==> src/design/llars_pkg.sv <==
`timescale 1ns / 1ps

package llars_pkg;

   localparam int RowBits            = 48;
   localparam int CountBits          = 6;
   localparam int MaskBits           = 9;
   localparam int NeighborBits       = 4;
   localparam int GroupBits          = 8;
   localparam int GroupCount         = RowBits / GroupBits;
   localparam int GroupSumBits       = 4;
   localparam int GridColumnsDefault = 48;

   localparam logic [MaskBits-1:0] BirthMaskReset   = 9'd8;
   localparam logic [MaskBits-1:0] SurviveMaskReset = 9'd12;

   localparam int CsrAddrBits = 3;

   typedef enum logic {
      CSR_BIRTH_MASK   = 1'b0,
      CSR_SURVIVE_MASK = 1'b1
   } csr_index_type;

   typedef struct packed {
      logic [RowBits-1:0] row_bits;
      logic               last_row;
   } req_type;

   typedef struct packed {
      logic [RowBits-1:0]   next_row_bits;
      logic [CountBits-1:0] row_alive_count;
      logic [CountBits-1:0] row_changed_count;
      logic                 last_of_frame;
   } rsp_type;

   // per-column buffer control, broadcast along the row
   typedef struct packed {
      logic shift;
      logic clear;
   } cell_ctrl_type;

endpackage

==> src/design/llars_cell.sv <==
`timescale 1ns / 1ps

module llars_cell (
   input  logic                            clock,
   input  logic                            reset,
   input  llars_pkg::cell_ctrl_type        ctrl,
   input  logic [llars_pkg::MaskBits-1:0]  birth_mask,
   input  logic [llars_pkg::MaskBits-1:0]  survive_mask,
   input  logic                            row_bit,
   input  logic                            below_bit,
   input  logic                            left_above,
   input  logic                            left_mid,
   input  logic                            left_below,
   input  logic                            right_above,
   input  logic                            right_mid,
   input  logic                            right_below,
   output logic                            above_out,
   output logic                            mid_out,
   output logic                            next_bit
);
   import llars_pkg::*;

   logic                    above_ff, above_in;
   logic                    mid_ff, mid_in;
   logic [7:0]              neighbors;
   logic [NeighborBits-1:0] count;
   logic [MaskBits-1:0]     rule;

   always_comb begin
      above_in = above_ff;
      mid_in   = mid_ff;
      if (ctrl.clear) begin
         above_in = 1'b0;
         mid_in   = 1'b0;
      end else if (ctrl.shift) begin
         above_in = mid_ff;
         mid_in   = row_bit;
      end
   end

   always_ff @(posedge clock) begin
      if (reset) begin
         above_ff <= 1'b0;
         mid_ff   <= 1'b0;
      end else begin
         above_ff <= above_in;
         mid_ff   <= mid_in;
      end
   end

   always_comb begin
      neighbors = {left_above, above_ff, right_above, left_mid,
                   right_mid, left_below, below_bit, right_below};
      count = '0;
      for (int i = 0; i < 8; i++) begin
         count = count + {{(NeighborBits-1){1'b0}}, neighbors[i]};
      end
      rule     = mid_ff ? survive_mask : birth_mask;
      next_bit = rule[count];
   end

   assign above_out = above_ff;
   assign mid_out   = mid_ff;

endmodule

==> src/design/life_like_automaton_row_step_unit.sv <==
`timescale 1ns / 1ps

// Life-like (B/S rule) row stepper. Rows of one generation enter top to bottom,
// one per cycle while req_ready is high; each row's next generation leaves one
// row late, with its live count and changed-cell count. A row of cells, one per
// grid column, holds the two buffered rows and evaluates every column in
// parallel, so the rate is one row per cycle unless stalled. After the row
// marked last, the cells emit the bottom row against a dead row below and then
// clear for the next frame; req_ready is low until they clear. The cell row's
// result is registered, summed into group counts and held in the output
// register. Cells outside the grid are dead; bits at or above min(GRID_COLUMNS,
// 48) are ignored on input and zero on output. Birth/survive masks sit at byte
// addresses 0 and 4 and should only be written while the block is empty.
module life_like_automaton_row_step_unit #(
   parameter int GRID_COLUMNS = llars_pkg::GridColumnsDefault
) (
   input  logic                                  clock,
   input  logic                                  reset,
   input  logic                                  req_valid,
   output logic                                  req_ready,
   input  llars_pkg::req_type                    req_payload,
   output logic                                  rsp_valid,
   input  logic                                  rsp_ready,
   output llars_pkg::rsp_type                    rsp_payload,
   input  logic                                  csr_psel,
   input  logic                                  csr_penable,
   input  logic                                  csr_pwrite,
   input  logic [llars_pkg::CsrAddrBits-1:0]     csr_paddr,
   input  logic [31:0]                           csr_pwdata,
   output logic [31:0]                           csr_prdata,
   output logic                                  csr_pready
);
   import llars_pkg::*;

   localparam int GridWidth = (GRID_COLUMNS < RowBits) ? GRID_COLUMNS : RowBits;

   // configuration
   logic [MaskBits-1:0] birth_ff, birth_in;
   logic [MaskBits-1:0] survive_ff, survive_in;
   logic                csr_write;
   csr_index_type       csr_index;

   assign csr_pready = 1'b1;
   assign csr_write  = csr_psel && csr_penable && csr_pwrite && csr_pready;
   assign csr_index  = csr_index_type'(csr_paddr[2]);

   always_comb begin
      birth_in   = birth_ff;
      survive_in = survive_ff;
      csr_prdata = '0;
      unique case (csr_index)
         CSR_BIRTH_MASK: begin
            csr_prdata[MaskBits-1:0] = birth_ff;
            if (csr_write) birth_in = csr_pwdata[MaskBits-1:0];
         end
         CSR_SURVIVE_MASK: begin
            csr_prdata[MaskBits-1:0] = survive_ff;
            if (csr_write) survive_in = csr_pwdata[MaskBits-1:0];
         end
         default: begin
         end
      endcase
   end

   always_ff @(posedge clock) begin
      if (reset) begin
         birth_ff   <= BirthMaskReset;
         survive_ff <= SurviveMaskReset;
      end else begin
         birth_ff   <= birth_in;
         survive_ff <= survive_in;
      end
   end

   // pipeline handshake
   logic s1_valid_ff, s1_valid_in;
   logic s2_valid_ff;
   logic rsp_valid_ff;
   logic s1_ready, s2_ready, s3_ready;
   logic flush_ff, flush_in;
   logic middle_valid_ff, middle_valid_in;
   logic accept;
   cell_ctrl_type cell_ctrl;

   assign s3_ready  = !rsp_valid_ff || rsp_ready;
   assign s2_ready  = !s2_valid_ff || s3_ready;
   assign s1_ready  = !s1_valid_ff || s2_ready;
   assign req_ready = s1_ready && !flush_ff;
   assign accept    = req_valid && req_ready;

   always_comb begin
      cell_ctrl.shift = accept;
      cell_ctrl.clear = flush_ff && s1_ready;
      s1_valid_in     = (accept && middle_valid_ff) || flush_ff;
      flush_in        = flush_ff;
      middle_valid_in = middle_valid_ff;
      if (cell_ctrl.clear) begin
         flush_in        = 1'b0;
         middle_valid_in = 1'b0;
      end else if (accept) begin
         flush_in        = req_payload.last_row;
         middle_valid_in = !req_payload.last_row;
      end
   end

   always_ff @(posedge clock) begin
      if (reset) begin
         flush_ff        <= 1'b0;
         middle_valid_ff <= 1'b0;
      end else begin
         flush_ff        <= flush_in;
         middle_valid_ff <= middle_valid_in;
      end
   end

   // row of cells
   logic [GridWidth-1:0] row_w, below_w, above_w, mid_w, next_w;
   logic [GridWidth+1:0] above_pad, mid_pad, below_pad;

   assign row_w     = req_payload.row_bits[GridWidth-1:0];
   assign below_w   = flush_ff ? '0 : row_w;
   assign above_pad = {1'b0, above_w, 1'b0};
   assign mid_pad   = {1'b0, mid_w, 1'b0};
   assign below_pad = {1'b0, below_w, 1'b0};

   for (genvar c = 0; c < GridWidth; c++) begin : g_col
      llars_cell u_cell (
         .clock        (clock),
         .reset        (reset),
         .ctrl         (cell_ctrl),
         .birth_mask   (birth_ff),
         .survive_mask (survive_ff),
         .row_bit      (row_w[c]),
         .below_bit    (below_w[c]),
         .left_above   (above_pad[c]),
         .left_mid     (mid_pad[c]),
         .left_below   (below_pad[c]),
         .right_above  (above_pad[c+2]),
         .right_mid    (mid_pad[c+2]),
         .right_below  (below_pad[c+2]),
         .above_out    (above_w[c]),
         .mid_out      (mid_w[c]),
         .next_bit     (next_w[c])
      );
   end

   // stage 1: next row and changed bits
   logic [RowBits-1:0] next_full, diff_full;
   logic [RowBits-1:0] s1_next_ff, s1_diff_ff;
   logic               s1_last_ff;

   always_comb begin
      next_full = '0;
      diff_full = '0;
      next_full[GridWidth-1:0] = next_w;
      diff_full[GridWidth-1:0] = next_w ^ mid_w;
   end

   always_ff @(posedge clock) begin
      if (reset) begin
         s1_valid_ff <= 1'b0;
      end else if (s1_ready) begin
         s1_valid_ff <= s1_valid_in;
      end
      if (s1_ready) begin
         s1_next_ff <= next_full;
         s1_diff_ff <= diff_full;
         s1_last_ff <= flush_ff;
      end
   end

   // stage 2: per-byte counts
   logic [GroupSumBits-1:0] alive_grp_in [GroupCount];
   logic [GroupSumBits-1:0] chg_grp_in   [GroupCount];
   logic [GroupSumBits-1:0] s2_alive_grp_ff [GroupCount];
   logic [GroupSumBits-1:0] s2_chg_grp_ff   [GroupCount];
   logic [RowBits-1:0]      s2_next_ff;
   logic                    s2_last_ff;

   always_comb begin
      for (int g = 0; g < GroupCount; g++) begin
         alive_grp_in[g] = '0;
         chg_grp_in[g]   = '0;
         for (int b = 0; b < GroupBits; b++) begin
            alive_grp_in[g] = alive_grp_in[g]
                              + {{(GroupSumBits-1){1'b0}}, s1_next_ff[g*GroupBits+b]};
            chg_grp_in[g]   = chg_grp_in[g]
                              + {{(GroupSumBits-1){1'b0}}, s1_diff_ff[g*GroupBits+b]};
         end
      end
   end

   always_ff @(posedge clock) begin
      if (reset) begin
         s2_valid_ff <= 1'b0;
      end else if (s2_ready) begin
         s2_valid_ff <= s1_valid_ff;
      end
      if (s2_ready) begin
         s2_alive_grp_ff <= alive_grp_in;
         s2_chg_grp_ff   <= chg_grp_in;
         s2_next_ff      <= s1_next_ff;
         s2_last_ff      <= s1_last_ff;
      end
   end

   // stage 3: output register
   rsp_type rsp_ff, rsp_in;

   always_comb begin
      rsp_in.next_row_bits     = s2_next_ff;
      rsp_in.last_of_frame     = s2_last_ff;
      rsp_in.row_alive_count   = '0;
      rsp_in.row_changed_count = '0;
      for (int g = 0; g < GroupCount; g++) begin
         rsp_in.row_alive_count   = rsp_in.row_alive_count
            + {{(CountBits-GroupSumBits){1'b0}}, s2_alive_grp_ff[g]};
         rsp_in.row_changed_count = rsp_in.row_changed_count
            + {{(CountBits-GroupSumBits){1'b0}}, s2_chg_grp_ff[g]};
      end
   end

   always_ff @(posedge clock) begin
      if (reset) begin
         rsp_valid_ff <= 1'b0;
      end else if (s3_ready) begin
         rsp_valid_ff <= s2_valid_ff;
      end
      if (s3_ready) begin
         rsp_ff <= rsp_in;
      end
   end

   assign rsp_valid   = rsp_valid_ff;
   assign rsp_payload = rsp_ff;

endmodule

==> config.mk <==
export PLATFORM = sky130hd
export DESIGN_NAME = life_like_automaton_row_step_unit
export DESIGN_NICKNAME = d
export VERILOG_FILES = /design/src/design/llars_pkg.sv /design/src/design/llars_cell.sv /design/src/design/life_like_automaton_row_step_unit.sv
export SDC_FILE = /design/constraint.sdc
export NUM_CORES = 1
export LEC_CHECK = 0
export BUFFER_PORTS_ARGS = -buffer_cell sky130_fd_sc_hd__buf_2
export CAP_MARGIN = 5
export CORE_MARGIN = 2
export CORE_UTILIZATION = 57
export CTS_CLUSTER_DIAMETER = 80
export CTS_CLUSTER_SIZE = 20
export DETAILED_ROUTE_END_ITERATION = 16
export HOLD_SLACK_MARGIN = 0.12
export PLACE_DENSITY = 0.75
export SLEW_MARGIN = 0
export SYNTH_ARGS = -nofsm -noshare
export SYNTH_HDL_FRONTEND = slang
export SYNTH_SLANG_ARGS = --single-unit
==> constraint.sdc <==
create_clock -name clock -period 4.22 [get_ports clock]
set_input_delay 0.211 -clock clock [delete_from_list [all_inputs] [get_ports clock]]
set_output_delay 0.211 -clock clock [all_outputs]
set_load 0.02 [all_outputs]
Word level (Yosys, flattened, before mapping)
Index checks and enable logic that the tools add are counted.

Logic and storage cells: 761. Output and inout port bits: 96. Bits of input ports: 91. Flip-flop bits (word level): 374.

Add/subtract/negate cells: 423. $lt $le $gt $ge: 48. Reduce and logical (&&, ||, !) cells: 18. Mux-type cells: 146. Bitwise logic cells: 2.

Operators with widths (count): adder 4 x 1 -> 4 bit (330); two-way mux 9 bit (48); < comparator 4 x 5 -> 1 bit (second input constant) (48); binary-select mux 1 bit (select 4 bit) (48); adder 1 x 1 -> 2 bit (59); adder 3 x 1 -> 4 bit (12); two-way mux 1 bit (48); two-way mux 48 bit (1); bitwise XOR 48 bit (1); adder 2 x 1 -> 3 bit (12); adder 6 x 4 -> 6 bit (6); case mux 9 bit (2 select lines) (1); adder 5 x 4 -> 6 bit (2); adder 4 x 4 -> 5 bit (2); logical AND 1 bit (6); logical NOT 1 bit (5); logical OR 1 bit (4); AND reduction 2 bit (2); OR reduction 2 bit (1); inverter 1 bit (1).

Logic depth before layout (Yosys ltp)
Gate-level depths: netlist of the first run.

Depth in word-level cells: 11. Mapped depth: 18. Depth with buffers taken out: 16.

Modules after synthesis
A second synthesis of the first run with hierarchy kept.

Cells, all modules: 2628. Area total of the unflattened synthesis: 32752.7 µm².

By module, submodules not included: llars_cell at g_col[0].u_cell ... (cells each 37, area each 419.2 µm², times used 32); life_like_automaton_row_step_unit (cells each 852, area each 12693.4 µm², times used 1); llars_cell at g_col[14].u_cell ... (cells each 37, area each 415.4 µm², times used 16).

Worst setup path before layout of the first run
No wires, ideal clock.

Path kind: register to register. Start point: reg rsp_valid_ff (netlist: rsp_valid). End point: reg g_col[10].u_cell.above_ff. Library setup time: 70 ps. Clock period less this slack: 4400 ps. Stages on the path, launching flop included: 8. Arrival: 4330 ps. Setup slack: -180 ps. Buffers on the path: 3. Path through: dfxtp_1 -> nor2b_2 -> nand3_1 -> a21o_1 -> buf_2 -> clkbuf_1 -> clkbuf_1 -> a21oi_1.

Longest elaborated chain between the ends: 6.

Ends and longest elaborated chain: start: declaration (RTL line life_like_automaton_row_step_unit.sv:78) `logic rsp_valid_ff;`; start signal: assignment (RTL line life_like_automaton_row_step_unit.sv:227) `rsp_valid_ff <= s2_valid_ff;`; logical NOT 1 bit * (RTL line life_like_automaton_row_step_unit.sv:85) `assign s3_ready = !rsp_valid_ff || rsp_ready;`; logical OR 1 bit * (RTL line life_like_automaton_row_step_unit.sv:85); logical OR 1 bit * (RTL line life_like_automaton_row_step_unit.sv:86) `assign s2_ready = !s2_valid_ff || s3_ready;`; logical OR 1 bit * (RTL line life_like_automaton_row_step_unit.sv:87) `assign s1_ready = !s1_valid_ff || s2_ready;`; logical AND 1 bit (on tied branches) (RTL line life_like_automaton_row_step_unit.sv:93, life_like_automaton_row_step_unit.sv:88); OR reduction 2 bit (no source line) or logical AND 1 bit (tied branches); end signal: assignment (RTL line llars_cell.sv:46) `above_ff <= above_in;`; end: declaration (RTL line llars_cell.sv:23) `logic above_ff, above_in;`.

Mark *: on every way between the ends. The rest lies on a longest branch, timed or not. A chain may end at the register's enable or synchronous reset.

Worst setup path after layout of the first run
Start point: reg flush_ff. End point: reg s1_diff_ff[1], data pin.

Longest elaborated chain between the ends: 11.

Ends and longest elaborated chain: start: declaration (RTL line life_like_automaton_row_step_unit.sv:80) `logic flush_ff, flush_in;`; start signal: assignment (RTL line life_like_automaton_row_step_unit.sv:111) `flush_ff <= flush_in;`; two-way mux 48 bit * (RTL line life_like_automaton_row_step_unit.sv:121) `assign below_w = flush_ff ? '0 : row_w;`; adder 1 x 1 -> 2 bit (RTL line llars_cell.sv:56) `count = count + {{(NeighborBits-1){1'b0}}, neighbors[i]};`; adder 4 x 1 -> 4 bit * (6 in series) (RTL line llars_cell.sv:56); binary-select mux 1 bit (select 4 bit) * (RTL line llars_cell.sv:59) `next_bit = rule[count];`; two-way mux 1 bit (not written as such) * (RTL line llars_cell.sv:59); bitwise XOR 48 bit * (RTL line life_like_automaton_row_step_unit.sv:156) `diff_full[GridWidth-1:0] = next_w ^ mid_w;`; via diff_full[1] (RTL line life_like_automaton_row_step_unit.sv:148) `logic [RowBits-1:0] next_full, diff_full;`; end signal: assignment (RTL line life_like_automaton_row_step_unit.sv:167) `s1_diff_ff <= diff_full;`; end: declaration (RTL line life_like_automaton_row_step_unit.sv:149) `logic [RowBits-1:0] s1_next_ff, s1_diff_ff;`.

Mark *: on every way through the listed nets, which the timed path passes. The rest lies on a longest branch. The select of a mux whose other input is x is not followed.

==> results of run 1 <==
==> worst paths after layout <==
kind / slack [ps] / from / cells after the start / end
max: 160 / flush_ff / 12 / s1_diff_ff[1]
min: 130 / csr_pwrite / 5 / birth_ff[7]
max reg2reg: 160 / flush_ff / 12 / s1_diff_ff[1]
min reg2reg: 410 / s2_next_ff[1] / 0 / rsp_payload[14]
==> synthesized netlist by cell type, drive strengths merged (16+ instances only) <==
master     n
xor2      62
nor2      64
buf       89
o41ai     30
mux2      25
a22oi     16
a32oi     30
o32ai     16
nand2    295
o21ai     16
edfxtp   255
nand3     32
and2      40
inv      464
nand3b    33
o21a      30
and3b     16
and3      35
nor3b     30
a21boi    16
nor2b     83
nor4bb    30
a21o      25
a31oi     17
a21oi    144
mux4     164
mux2i    106
nor3      30
a31o      22
o2111ai   16
dfxtp    119
xnor2    134
o31ai     32
ha       187
fa       224
clkbuf   141
==> state kept, by name (all words and copies together) (netlist names), 9 cells and up <==
| name | flops |
|---|---|
| rsp_payload | 61 |
| g_col.u_cell.above_out | 48 |
| g_col.u_cell.mid_out | 48 |
| s1_diff_ff | 48 |
| s1_next_ff | 48 |
| s2_next_ff | 48 |
| s2_alive_grp_ff | 24 |
| s2_chg_grp_ff | 24 |
| birth_ff | 9 |
| survive_ff | 9 |
==> cell type report <==
| type | instances | area, sq um |
|---|---|---|
| clock buffers | 37 | 798 |
| well taps | 765 | 957 |
| multi-input cells | 2027 | 20400 |
| repair buffers | 248 | 1760 |
| clock inverters | 21 | 241 |
| fillers | 4503 | 21500 |
| inverters | 464 | 1740 |
| diodes | 2 | 5.00 |
| flip-flops and latches | 374 | 10100 |
==> repair_timing <==
action,4_1_cts,5_1_grt
hold buffers,68,0
gates resized for setup,0,8
setup endpoints to repair,0,11
endpoints found under the hold margin,71,0
setup buffers,0,2
==> metal layers <==
metal,GRT usage,routed length [um],part of all wire
met4,0.138,4210,0.046
met2,0.500,42900,0.47
met5,0,0,0
met3,0.0516,9150,0.10
met1,0.398,34400,0.38
==> worst max-delay path, delay by kind of cell (launching register included) <==
kind            cells  cell delay (ps)
buf+inv             3              220
mux                 1              610
simple gates        2              350
fa+ha+maj           4             1840
flops               1              420
compound gates      2              330
==> through the flow <==
stage                     setup TNS (ps)  instances  area (sq um)  hold WS [ps]  setup slack [ps]
after floorplan                        0       3095         33200           307              53.2
after global placement                 0       3808         34200           401               213
after detailed placement               0       3808         34200           405              91.7
after CTS                              0       3934         35900           129              32.7
after global routing               -8.91       3938         35900           201             -8.91
final                                  0       3938         35900           134               160
==> cells by family (layout without fill, tap and decap cells) <==
| kind of cell | after synthesis | after routing | share of synthesized area |
|---|---|---|---|
| buf+inv | 694 | 770 | 0.0847 |
| simple gates | 690 | 690 | 0.108 |
| flops | 374 | 374 | 0.304 |
| compound gates | 411 | 411 | 0.0917 |
| other cells | 2 | 26 | 0.000227 |
| fa+ha+maj | 411 | 411 | 0.206 |
| mux | 295 | 295 | 0.153 |
| xor+xnor | 196 | 196 | 0.0519 |
==> report_power, final <==
group / switching (mW) / internal (mW) / total [mW] / leakage, nW
clock network: 1.63 / 1.44 / 3.07 / 0.503
registers: 0.614 / 5.73 / 6.34 / 3.89
logic: 6.09 / 4.58 / 10.7 / 11.1
total: 8.34 / 11.8 / 20.1 / 15.5
==> flow_summary.rst, run 1 <==
.. list-table::
   :header-rows: 1

   * - Metric
     - Value
   * - Clock latency at the later pin of the worst-skew pair
     - 640 ps
   * - Syn Inst Count
     - 3,073
   * - Pwr Density
     - 559 nW/um^2
   * - Global-route wire length before repair
     - 142,000 um
   * - Number of warnings printed during yosys synthesis
     - 0
   * - Setup violations, final
     - 0
   * - LEAKAGE
     - 15.5 nW
   * - Router iterations before antenna repair
     - 5
   * - Synth top area share
     - 0.232
   * - Root cell of the clock tree
     - sky130_fd_sc_hd__clkbuf_16
   * - Largest area contributor in the synthesized netlist
     - sky130_fd_sc_hd__edfxtp_1
   * - Die area
     - 60,000 sq um
   * - Half-perimeter wire length after placement
     - 59,300 um
   * - EDFF count, synth
     - 255
   * - Maximum number of pins on one net before global-route repair
     - 71
   * - Worst ir drop on vdd
     - 0.593 mV
   * - CP Capture Type
     - flop
   * - Clock buffers created by TritonCTS
     - 31
   * - 1st-iter DRT viols
     - 2,457
   * - Initial antenna violation count
     - 2
   * - Highest-delay cell along the critical path
     - sky130_fd_sc_hd__fa_2
   * - Most common library cell in the layout ignoring fill and taps
     - sky130_fd_sc_hd__inv_1
   * - Async set-or-reset flop fraction in the synthesized netlist
     - 0
   * - Final worst path period share
     - 0.962
   * - Data required time of the critical path
     - 4590 ps
   * - Worst setup skew after layout
     - 23.0 ps
   * - Library cell appearing most often on the critical path
     - sky130_fd_sc_hd__inv_1
   * - Number of distinct library cells after synthesis
     - 45
   * - Average wire per standard cell
     - 23.0 um
   * - CTS Sinks
     - 374
   * - Combined global-route utilization of all metal layers
     - 0.305
   * - Total overflow reported by the global router
     - 0
   * - Worst relative slew slack
     - 0.287
   * - Proportion of layout cells with a drive suffix above 1
     - 0.153
   * - Cell area after synthesis
     - 33,100 sq um
   * - Routed via count
     - 24,600
   * - Maximum fanout count along the critical path
     - 9
   * - Fraction of the core area covered by cells at the end of the flow
     - 0.625
   * - Type of origin of the critical path
     - flop
   * - Main flop type after synthesis
     - sky130_fd_sc_hd__edfxtp_1
   * - Ranking of synthesized cells by area
     - sky130_fd_sc_hd__edfxtp_1, sky130_fd_sc_hd__fa_1, sky130_fd_sc_hd__mux4_2
   * - Number of global-route vias before repair
     - 25,800
   * - Overall power of the completed layout
     - 20.1 mW
   * - Area grow syn2layout
     - 8.65%
   * - Delay of the slowest cell on the worst path
     - 620 ps
   * - TritonCTS clock tree
     - built
   * - Post-detailed-route DRC marker count
     - 0
   * - Number of hold violations in the final report
     - 0
   * - Overall routed net length
     - 90,600 um
   * - Final number of max-transition violations
     - 0
   * - FMAX
     - 246 MHz
   * - Maximum capacitance violations
     - 0
   * - Worst setup path category
     - reg2reg
   * - Number of I/O port buffers
     - 137
   * - Number of H-tree levels
     - 1
   * - Mapped Avg Cell Area
     - 10.8 sq um
   * - Clock transition at the registers of the reported paths
     - 80 ps
   * - Synthesized flop and latch total
     - 374
   * - Gpl congestion
     - 0.902
   * - Critical-path cell list
     - inv_1 > nand2_1 > inv_1 > ha_1 > inv_1 > fa_1 > fa_1 > fa_2 > mux4_1 > and3b_1 > o31ai_2 > a22oi_1
   * - Status
     - complete, no violations
   * - Transition time of the tightest slew-check pin
     - 1070 ps
   * - Sequential fraction of the synthesis area
     - 0.304
   * - Period minus WS final
     - 4060 ps
   * - Number of top-level pins
     - 187
   * - Commonest cells after routing, fill and taps aside
     - sky130_fd_sc_hd__inv_1, sky130_fd_sc_hd__nand2_1, sky130_fd_sc_hd__edfxtp_1
   * - Avg Vias per Cell
     - 6.25
   * - Area of the core region
     - 57,500 sq um
   * - Worst path arrival time
     - 4430 ps
   * - DIE WIDTH
     - 245 um
   * - Class of the tightest hold or removal check
     - in2reg
   * - Number of nets in the finished design
     - 3,648
   * - Clock tree buffer depth
     - 3
   * - Antenna violation net count after detailed routing
     - 0
   * - Cell row count
     - 88
   * - Die Span Y
     - 245 um
   * - Effective utilization at floorplan
     - 0.575
Note: power is estimated with default switching activity, not from simulation.
==> run 2, diff against run 1 <==
Settings changed: ABC_AREA set to 1.
==> flow_summary.rst, run 2 <==
.. list-table::
   :header-rows: 1

   * - Metric
     - Value
   * - Status
     - complete, no violations (unchanged)
   * - Type of origin of the critical path
     - flop (unchanged)
   * - Overall routed net length
     - 94,100 um (was 90,600 um)
   * - Synthesized flop and latch total
     - 374 (unchanged)
   * - Die Span Y
     - 251 um (was 245 um)
   * - TritonCTS clock tree
     - built (unchanged)
   * - FMAX
     - 244 MHz (was 246 MHz)
   * - Number of top-level pins
     - 187 (unchanged)
   * - Number of cells on the worst reg-to-reg path
     - 16 (was 12)
   * - Worst setup path category
     - reg2reg (unchanged)
   * - Maximum fanout count along the critical path
     - 12 (was 9)
   * - Overall power of the completed layout
     - 25.7 mW (was 20.1 mW)
   * - Count of cells along the worst hold path
     - 4 (was 5)
   * - CTS Sinks
     - 374 (unchanged)
   * - LEAKAGE
     - 18.1 nW (was 15.5 nW)
   * - Final worst path period share
     - 0.971 (was 0.962)
   * - Total overflow reported by the global router
     - 0 (unchanged)
   * - Async set-or-reset flop fraction in the synthesized netlist
     - 0 (unchanged)
   * - Avg Vias per Cell
     - 5.56 (was 6.25)
   * - RSZ-0062 raised after global routing
     - true
   * - Proportion of layout cells with a drive suffix above 1
     - 0.0947 (was 0.153)
   * - Synth top area share
     - 0.219 (was 0.232)
   * - EDFF count, synth
     - 255 (unchanged)
   * - Sequential fraction of the synthesis area
     - 0.288 (was 0.304)
   * - Syn Inst Count
     - 4,594 (was 3,073)
   * - Worst ir drop on vdd
     - 0.531 mV (was 0.593 mV)
   * - Clock tree buffer depth
     - 3 (unchanged)
   * - Number of hold violations in the final report
     - 0 (unchanged)
   * - Main flop type after synthesis
     - sky130_fd_sc_hd__edfxtp_1 (unchanged)
   * - Post-detailed-route DRC marker count
     - 0 (unchanged)
   * - Average wire per standard cell
     - 17.3 um (was 23.0 um)
   * - Count of cell instances traversed by the critical path
     - 16 (was 12)
   * - Most used standard cells in the synthesized netlist
     - sky130_fd_sc_hd__nand2_1, sky130_fd_sc_hd__nand3_1, sky130_fd_sc_hd__inv_1 (was sky130_fd_sc_hd__inv_1, sky130_fd_sc_hd__nand2_1, sky130_fd_sc_hd__edfxtp_1)
   * - Worst setup skew after layout
     - 36.5 ps (was 23.0 ps)
   * - Initial antenna violation count
     - 2 (unchanged)
   * - Most common library cell in the layout ignoring fill and taps
     - sky130_fd_sc_hd__nand2_1 (was sky130_fd_sc_hd__inv_1)
   * - Router iterations before antenna repair
     - 8 (was 5)
   * - Number of nets in the finished design
     - 5,125 (was 3,648)
   * - Clock transition at the registers of the reported paths
     - 90 ps (was 80 ps)
   * - Final number of max-transition violations
     - 0 (unchanged)
   * - Data required time of the critical path
     - 4660 ps (was 4590 ps)
   * - Ranking of synthesized cells by area
     - sky130_fd_sc_hd__edfxtp_1, sky130_fd_sc_hd__fa_1, sky130_fd_sc_hd__nand2_1 (was sky130_fd_sc_hd__edfxtp_1, sky130_fd_sc_hd__fa_1, sky130_fd_sc_hd__mux4_2)
   * - Area grow syn2layout
     - 7.18% (was 8.65%)
   * - Worst path arrival time
     - 4530 ps (was 4430 ps)
   * - Global routing usage on met3
     - 0.0441 (was 0.0516)
   * - Mapped Avg Cell Area
     - 7.60 sq um (was 10.8 sq um)
   * - Global-route wire length before repair
     - 149,000 um (was 142,000 um)
   * - Ant diodes
     - 0 (was 2)
   * - Met1 Use GR
     - 0.412 (was 0.398)
   * - Number of flip-flops under the largest register name
     - 61 (unchanged)
   * - Maximum number of pins on one net before global-route repair
     - 194 (was 71)
   * - Worst hold margin
     - 167 ps (was 134 ps)
   * - Cell area after synthesis
     - 34,900 sq um (was 33,100 sq um)
   * - Half-perimeter wire length after placement
     - 63,500 um (was 59,300 um)
   * - Highest-delay cell along the critical path
     - sky130_fd_sc_hd__fa_1 (was sky130_fd_sc_hd__fa_2)
   * - Setup violations, final
     - 0 (unchanged)
   * - Commonest cells after routing, fill and taps aside
     - sky130_fd_sc_hd__nand2_1, sky130_fd_sc_hd__nand3_1, sky130_fd_sc_hd__inv_1 (was sky130_fd_sc_hd__inv_1, sky130_fd_sc_hd__nand2_1, sky130_fd_sc_hd__edfxtp_1)
   * - Pwr Density
     - 688 nW/um^2 (was 559 nW/um^2)
   * - Largest area contributor in the synthesized netlist
     - sky130_fd_sc_hd__edfxtp_1 (unchanged)
   * - Worst setup slack for register-to-register paths
     - 120 ps (was 160 ps)
   * - Die area
     - 63,200 sq um (was 60,000 sq um)
   * - Critical-path cell list
     - buf_12 > nor2_2 > nor2_1 > nor2_1 > xor2_1 > inv_1 > ha_1 > inv_1 > fa_1 > fa_1 > inv_1 > fa_1 > inv_1 > nand4_1 > or2_1 > nand2_1 (was inv_1 > nand2_1 > inv_1 > ha_1 > inv_1 > fa_1 > fa_1 > fa_2 > mux4_1 > and3b_1 > o31ai_2 > a22oi_1)
   * - Number of global-route vias before repair
     - 27,900 (was 25,800)
   * - Root cell of the clock tree
     - sky130_fd_sc_hd__clkbuf_16 (unchanged)
   * - Clock latency at the later pin of the worst-skew pair
     - 650 ps (was 640 ps)
   * - Total buffers and inverters traversed by the critical path
     - 5 (was 3)
   * - Gr busiest metal
     - met2 (unchanged)
   * - Number of warnings printed during yosys synthesis
     - 0 (unchanged)
   * - Effective utilization at floorplan
     - 0.577 (was 0.575)
   * - # fillers
     - 5,316 (was 4,503)
   * - Critical register-to-register path endpoint
     - s1_next_ff[31] (was s1_diff_ff[1])
   * - Combined global-route utilization of all metal layers
     - 0.297 (was 0.305)
   * - Antenna violation net count after detailed routing
     - 0 (unchanged)
   * - Transition time of the tightest slew-check pin
     - 1080 ps (was 1070 ps)
   * - Area of the core region
     - 60,500 sq um (was 57,500 sq um)
   * - Critical register-to-register path startpoint
     - flush_ff (unchanged)
   * - Worst relative slew slack
     - 0.283 (was 0.287)
   * - Fraction of the core area covered by cells at the end of the flow
     - 0.618 (was 0.625)
   * - Gpl congestion
     - 0.903 (was 0.902)
   * - Accumulated negative setup slack
     - 0 ps (unchanged)
   * - Number of I/O port buffers
     - 137 (unchanged)
   * - Delay of the slowest cell on the worst path
     - 500 ps (was 620 ps)
   * - Routed via count
     - 30,200 (was 24,600)
   * - Class of the tightest hold or removal check
     - in2reg (unchanged)
   * - Clock buffers created by TritonCTS
     - 31 (unchanged)
   * - Number of distinct library cells after synthesis
     - 37 (was 45)
   * - Hold_sp
     - csr_paddr[2] (was csr_pwrite)
   * - Maximum capacitance violations
     - 0 (unchanged)
   * - Grt met2 use
     - 0.476 (was 0.500)
   * - Library cell appearing most often on the critical path
     - sky130_fd_sc_hd__inv_1 (unchanged)
   * - CP Capture Type
     - flop (unchanged)
   * - Cell row count
     - 90 (was 88)
   * - Kind of cell adding the most delay to the critical path
     - adder cells (unchanged)
   * - 1st-iter DRT viols
     - 3,279 (was 2,457)
   * - Number of H-tree levels
     - 1 (unchanged)
   * - Count leader, synth
     - sky130_fd_sc_hd__nand2_1 (was sky130_fd_sc_hd__inv_1)
   * - Worst hold endpoint
     - birth_ff[3] (was birth_ff[7])
   * - DIE WIDTH
     - 251 um (was 245 um)
   * - Period minus WS final
     - 4100 ps (was 4060 ps)
==> run 2: worst max-delay path by stage <==
stage	to	start	slack, ps
6_report	s1_next_ff[31]	flush_ff	120
5_1_grt	s1_diff_ff[10]	flush_ff	-20
4_1_cts	s1_diff_ff[21]	flush_ff	100
3_5_place_dp	s1_diff_ff[21]	flush_ff	150
3_3_place_gp	s1_diff_ff[21]	flush_ff	220
2_1_floorplan	s2_alive_grp_ff[0]	rsp_valid	330
==> run 2: layout make-up <==
cell class / count / area, sq um / share of cell area
repair buffers: 234 / 1630 / 0.0435
inverters: 770 / 2890 / 0.0773
multi-input cells: 3212 / 20800 / 0.555
flip-flops and latches: 374 / 10100 / 0.270
clock buffers: 35 / 791 / 0.0211
clock inverters: 20 / 253 / 0.00676
well taps: 782 / 978 / 0.0262
==> run 2: what timing repair did <==
action / 4_1_cts / 5_1_grt
resized for setup: 0 / 47
endpoints found under the hold margin: 71 / 0
hold buffers: 64 / 0
endpoints found under the setup margin: 0 / 25
setup buffers: 0 / 8
==> run 2: power breakdown <==
part	switching, mW	total [mW]	internal (mW)
registers	0.885	7.23	6.35
logic	9.24	15.4	6.12
clock network	1.63	3.13	1.50
==> run 2: kinds of logic (layout without fill, tap and decap cells) <==
| family | after synthesis | count (layout) | synth area share |
|---|---|---|---|
| AND/OR/NAND/NOR | 2399 | 2399 | 0.304 |
| other | 2 | 24 | 0.000215 |
| AO/OA/AOI/OAI | 272 | 272 | 0.0620 |
| XOR/XNOR | 106 | 106 | 0.0266 |
| adder cells (fa/ha/maj) | 411 | 411 | 0.196 |
| flip-flops | 374 | 374 | 0.288 |
| buffers and inverters | 1030 | 1059 | 0.124 |
==> run 2: layer usage <==
layer  part of all wire  vias to the layer above
met4              0.039                        0
met3               0.10                      262
li1                   -                    14600
met2               0.45                     1382
met1               0.41                    13900
met5                  0                        -
==> run 2: metrics by stage <==
step                      area (sq um)  setup WS [ps]  instances
after floorplan                  35000            333       4616
after global placement           35600            215       5300
after detailed placement         35600            145       5300
after CTS                        37200            103       5419
after global routing             37400          -16.5       5427
final                            37400            122       5427
==> run 2: worst min-delay path: stages <==
cell,delay [ps]
sky130_fd_sc_hd__buf_2,200
sky130_fd_sc_hd__nor2_1,220
sky130_fd_sc_hd__a21oi_1,80
sky130_fd_sc_hd__o21ai_0,60
